[config.mk]
export PLATFORM = sky130hd
export DESIGN_NAME = plg_ctrl
export DESIGN_NICKNAME = d
export VERILOG_FILES = /design/src/rtl/core/plg_pkg.sv /design/src/rtl/core/plg_ctrl.sv
export SDC_FILE = /design/constraint.sdc
export NUM_CORES = 1
export LEC_CHECK = 0
export ABC_AREA = 1
export BUFFER_PORTS_ARGS = -buffer_cell sky130_fd_sc_hd__buf_4
export CAP_MARGIN = 0
export CORE_AREA = 3 3 40 42
export DETAILED_ROUTE_END_ITERATION = 8
export DIE_AREA = 0 0 43 45
export GPL_ROUTABILITY_DRIVEN = 0
export PLACE_DENSITY_LB_ADDON = 0.2
export SYNTH_ARGS = -nofsm -noshare
export SYNTH_HDL_FRONTEND = slang
export SYNTH_SLANG_ARGS = --single-unit
[constraint.sdc]
create_clock -name clk -period 1.1 [get_ports clk]
set_clock_uncertainty 0.15 [all_clocks]
set_input_delay 0.165 -clock clk [delete_from_list [all_inputs] [get_ports clk]]
set_output_delay 0.165 -clock clk [all_outputs]
set_load 0.05 [all_outputs]
[src/rtl/core/plg_pkg.sv]
// Shared widths, the start index reset value and controller/datapath interface types for the goal selector.
`default_nettype none

package plg_pkg;

  localparam int PADDR_W = 4;
  localparam int DATA_W  = 32;
  localparam int STEP_W  = 10;
  localparam int TDIST_W = 31;
  localparam int START_W = 10;
  localparam int POS_W   = 10;
  localparam int OUT_W   = 32;

  localparam logic [START_W-1:0] START_RESET = 10'd0;

  typedef struct packed {
    logic point_wr;
    logic pose_load;
    logic mem_rd;
    logic advance;
    logic clamp_last;
    logic emit;
  } plg_cmd_t;

  typedef struct packed {
    logic path_valid;
    logic too_close;
    logic past_end;
    logic out_free;
  } plg_sts_t;

endpackage

`default_nettype wire

[src/rtl/core/plg_ctrl.sv]
// Controller state machine that sequences point writes and the goal search.
`default_nettype none

module plg_ctrl (
  input  wire               clk,
  input  wire               rst,
  input  wire               in_valid,
  output logic              in_ready,
  input  wire               func,
  input  plg_pkg::plg_sts_t sts,
  output plg_pkg::plg_cmd_t cmd
);

  localparam logic FUNC_POINT = 1'b0;

  localparam logic [2:0] ST_IDLE  = 3'd0;
  localparam logic [2:0] ST_READ  = 3'd1;
  localparam logic [2:0] ST_DIFF  = 3'd2;
  localparam logic [2:0] ST_MUL   = 3'd3;
  localparam logic [2:0] ST_CMP   = 3'd4;
  localparam logic [2:0] ST_FETCH = 3'd5;
  localparam logic [2:0] ST_DONE  = 3'd6;

  logic [2:0] state;
  logic [2:0] state_next;

  assign in_ready = (state == ST_IDLE);

  always_ff @(posedge clk) begin
    if (rst) begin
      state <= ST_IDLE;
    end else begin
      state <= state_next;
    end
  end

  always_comb begin
    state_next = state;
    cmd        = '0;
    unique case (state)
      ST_IDLE: begin
        if (in_valid) begin
          if (func == FUNC_POINT) begin
            cmd.point_wr = 1'b1;
          end else if (sts.path_valid) begin
            cmd.pose_load = 1'b1;
            state_next    = ST_READ;
          end
        end
      end
      ST_READ: begin
        cmd.mem_rd = 1'b1;
        state_next = ST_DIFF;
      end
      ST_DIFF: begin
        state_next = ST_MUL;
      end
      ST_MUL: begin
        state_next = ST_CMP;
      end
      ST_CMP: begin
        if (!sts.too_close) begin
          state_next = ST_DONE;
        end else if (sts.past_end) begin
          cmd.clamp_last = 1'b1;
          state_next     = ST_FETCH;
        end else begin
          cmd.advance = 1'b1;
          state_next  = ST_READ;
        end
      end
      ST_FETCH: begin
        cmd.mem_rd = 1'b1;
        state_next = ST_DONE;
      end
      ST_DONE: begin
        if (sts.out_free) begin
          cmd.emit   = 1'b1;
          state_next = ST_IDLE;
        end
      end
      default: begin
        state_next = ST_IDLE;
      end
    endcase
  end

endmodule

`default_nettype wire

==> qor.csv <==
stage;metric;value;unit
floorplan;die_h;45;µm
grt;grt_pass1_wl;1.39;mm
logic_synthesis;yosysTopAreaCell;dfxtp_1;
clock_network;clk_pin_slew_worst_paths;40;ps
routing;dr_total_vias;341;
timing;finalCritPeriodShare;131;%
routing;drc;0;
layout;nNetsFinal;77;
setup_path;crit_fanout;3;
logic_synthesis;synth_edf_count;0;
place;io_buffer_count;14;
timing;slew_violations;0;
clock_network;clkSinkCount;3;
power_and_ir_drop;power_density;1520;nW/µm²
setup_path;required;780;ps
layout;largest_register;state;
logic_synthesis;yosysSeqAreaShare;25.9;%
timing;final.setup.tns;-2460;ps
timing;rsz0062_at_grt;true;
routing;vias_per_cell;4.11;
min_path;hp-class;input pin to flip-flop;
logic_synthesis;synth-warning-count;0;
logic_synthesis;ys_ff_latch;3;
layout;post-route-util;44.4;%
clock_network;root_buffer;clkbuf_4;
logic_synthesis;synthCells;40;
routing;wl_per_cell;9.58;µm
place;post_dp_cell_area;452;µm²
setup_path;worstSetupStartpointType;flip-flop;
power_and_ir_drop;worst_ir_drop_vdd;0.785;mV
layout;num_antenna_cells;0;
logic_synthesis;synth_ff_type;dfxtp_1;
power_and_ir_drop;power;865;µW
outcome;status;finished, violations left;
logic_synthesis;syn_avg_cell_area;5.79;µm²
layout;largest_reg_flops;3;
setup_path;crit_arrival;1130;ps
routing;routed_wl;795;µm
layout;final_cell_area;571;µm²
floorplan;core_area;1280;µm²
run;cap_violations;0;
timing;finalHoldViolations;0;
layout;drive_gt1_share;67.6;%
logic_synthesis;synthArstFlopShare;0;%
floorplan;die_w;43;µm
logic_synthesis;synthXorXnorAreaFrac;0;%
layout;regArea;68.8;µm²
logic_synthesis;syn-num-nets;48;
grt;antenna_found_initial;0;
grt;overflow;0;
power_and_ir_drop;leakagePower;0.288;nW
timing;clock.fmax;692;MHz
clock_network;clockBufferDepth;2;
place;dp_hpwl;597;µm
place;dp_slack;-153;ps
setup_path;critical_path_class;flip-flop to output pin;
timing;post-route-min-period;1450;ps
logic_synthesis;synth_top_area_share;25.9;%
timing;slew_headroom;90.2;%
layout;reg_top3;state: 3 flops;
logic_synthesis;yosys.area_share.simple;55.1;%
clock_network;cts_tree;built;
routing;drt_iter0_drc;5;
grt;grt_pass1_vias;334;
logic_synthesis;synth_fa_ha_area_share;0;%
floorplan;die_area;1940;µm²
logic_synthesis;synth_compound_area_share;4.32;%
floorplan;rows;13;
grt;track_usage;9.83;%
grt;grt_max_degree;6;
clock_network;cts.htree.levels;1;
outcome;violations;negative setup slack;
logic_synthesis;yosys-top-cells-count;8 x nand3_1, 8 x nor2_1, 7 x inv_1;
timing;final-setup-viol-count;10;
timing;timing.final.ws_setup;-345;ps
logic_synthesis;ys_top_cells_by_area;dfxtp_1 26%, nand3_1 17%, nor2_1 13%;
clock_network;clk_latency;240;ps
logic_synthesis;synth_mux_area_share;0;%
logic_synthesis;yosysUniqueCellTypes;14;
floorplan;ioPinCount;15;
floorplan;start_util;18.0;%
layout;syn2layout_area_growth;146;%
layout;fill_cells;143;
logic_synthesis;synth_top_family_by_area;simple AND/OR/NAND/NOR gates;
routing;first_pass_iters;3;
routing;ant_nets;0;
clock_network;cts_buffers;3;
setup_path;end_kind;output pin;
timing;tightest_slew;146;ps
logic_synthesis;synth.cell_area;231;µm²
layout;multiInputGateArea;200;µm²
## layout by cell type, fill, tap and decap left out, drive strengths merged
cell type / n
a21oi: 1
buf: 23
clkbuf: 4
dfxtp: 3
dlygate4sd3: 1
inv: 9
nand2: 5
nand3: 8
nand4: 1
nor2: 10
nor3: 1
nor3b: 1
o21ai: 1
## timing repair
| item | 4_1_cts | 5_1_grt |
|---|---|---|
| setup endpoints to repair | 8 | 10 |
| buffers inserted | 1 | 2 |
| hold buffers | 1 | 0 |
| gates resized for setup | 12 | 5 |
| pin swaps | 3 | 4 |
| hold endpoints to repair | 1 | 0 |
## power by group
| group | internal (mW) | total, mW | switching (mW) |
|---|---|---|---|
| registers | 0.132 | 0.162 | 0.0300 |
| logic | 0.220 | 0.504 | 0.284 |
| clock network | 0.136 | 0.198 | 0.0620 |
## through the flow
| stage | hold WS, ps | instances |
|---|---|---|
| final | 99.8 | 83 |
| after global routing | 121 | 83 |
| after CTS | 87.5 | 81 |
| after detailed placement | 183 | 75 |
| after global placement | 184 | 75 |
| after floorplan | 77.7 | 40 |
## logic make-up after synthesis
| group | count (synthesis) |
|---|---|
| buffers and inverters | 9 |
| DFF | 3 |
| AOI/OAI and AO/OA | 2 |
| and+or+nand+nor | 26 |
## worst max-delay path, stage by stage, from the launching register on
cell and delay, ps:
dfxtp_2 340, nor2_4 120, nand2_4 70, nor3b_4 180
buf_6 180
## final cells by class
class / count / area share [%]
inverter: 9 / 6.36
multi-input combinational: 28 / 35.1
sequential: 3 / 12.1
tap: 15 / 3.29
timing repair buffer: 24 / 38.6
clock buffer: 4 / 4.61
## per-layer routing
metal  vias to the layer above  GRT usage (%)  routed length (µm)
li1                        181              -                   -
met1                       150           12.5                 357
met2                         8           14.1                 387
met3                         2           3.98                  41
met4                         0           5.42                   9
met5                         -              0                   0
## path summary, 6_finish.rpt
check                start  endpoint  slack [ps]  cells after the start
setup reg to reg  state[2]  state[1]        -180                      8
setup / recovery  state[0]    cmd[5]        -350                      4
hold reg to reg   state[2]  state[0]         470                      3
hold / removal    in_valid  state[0]         100                      3
No activity file was read; power rests on OpenSTA's default activity.
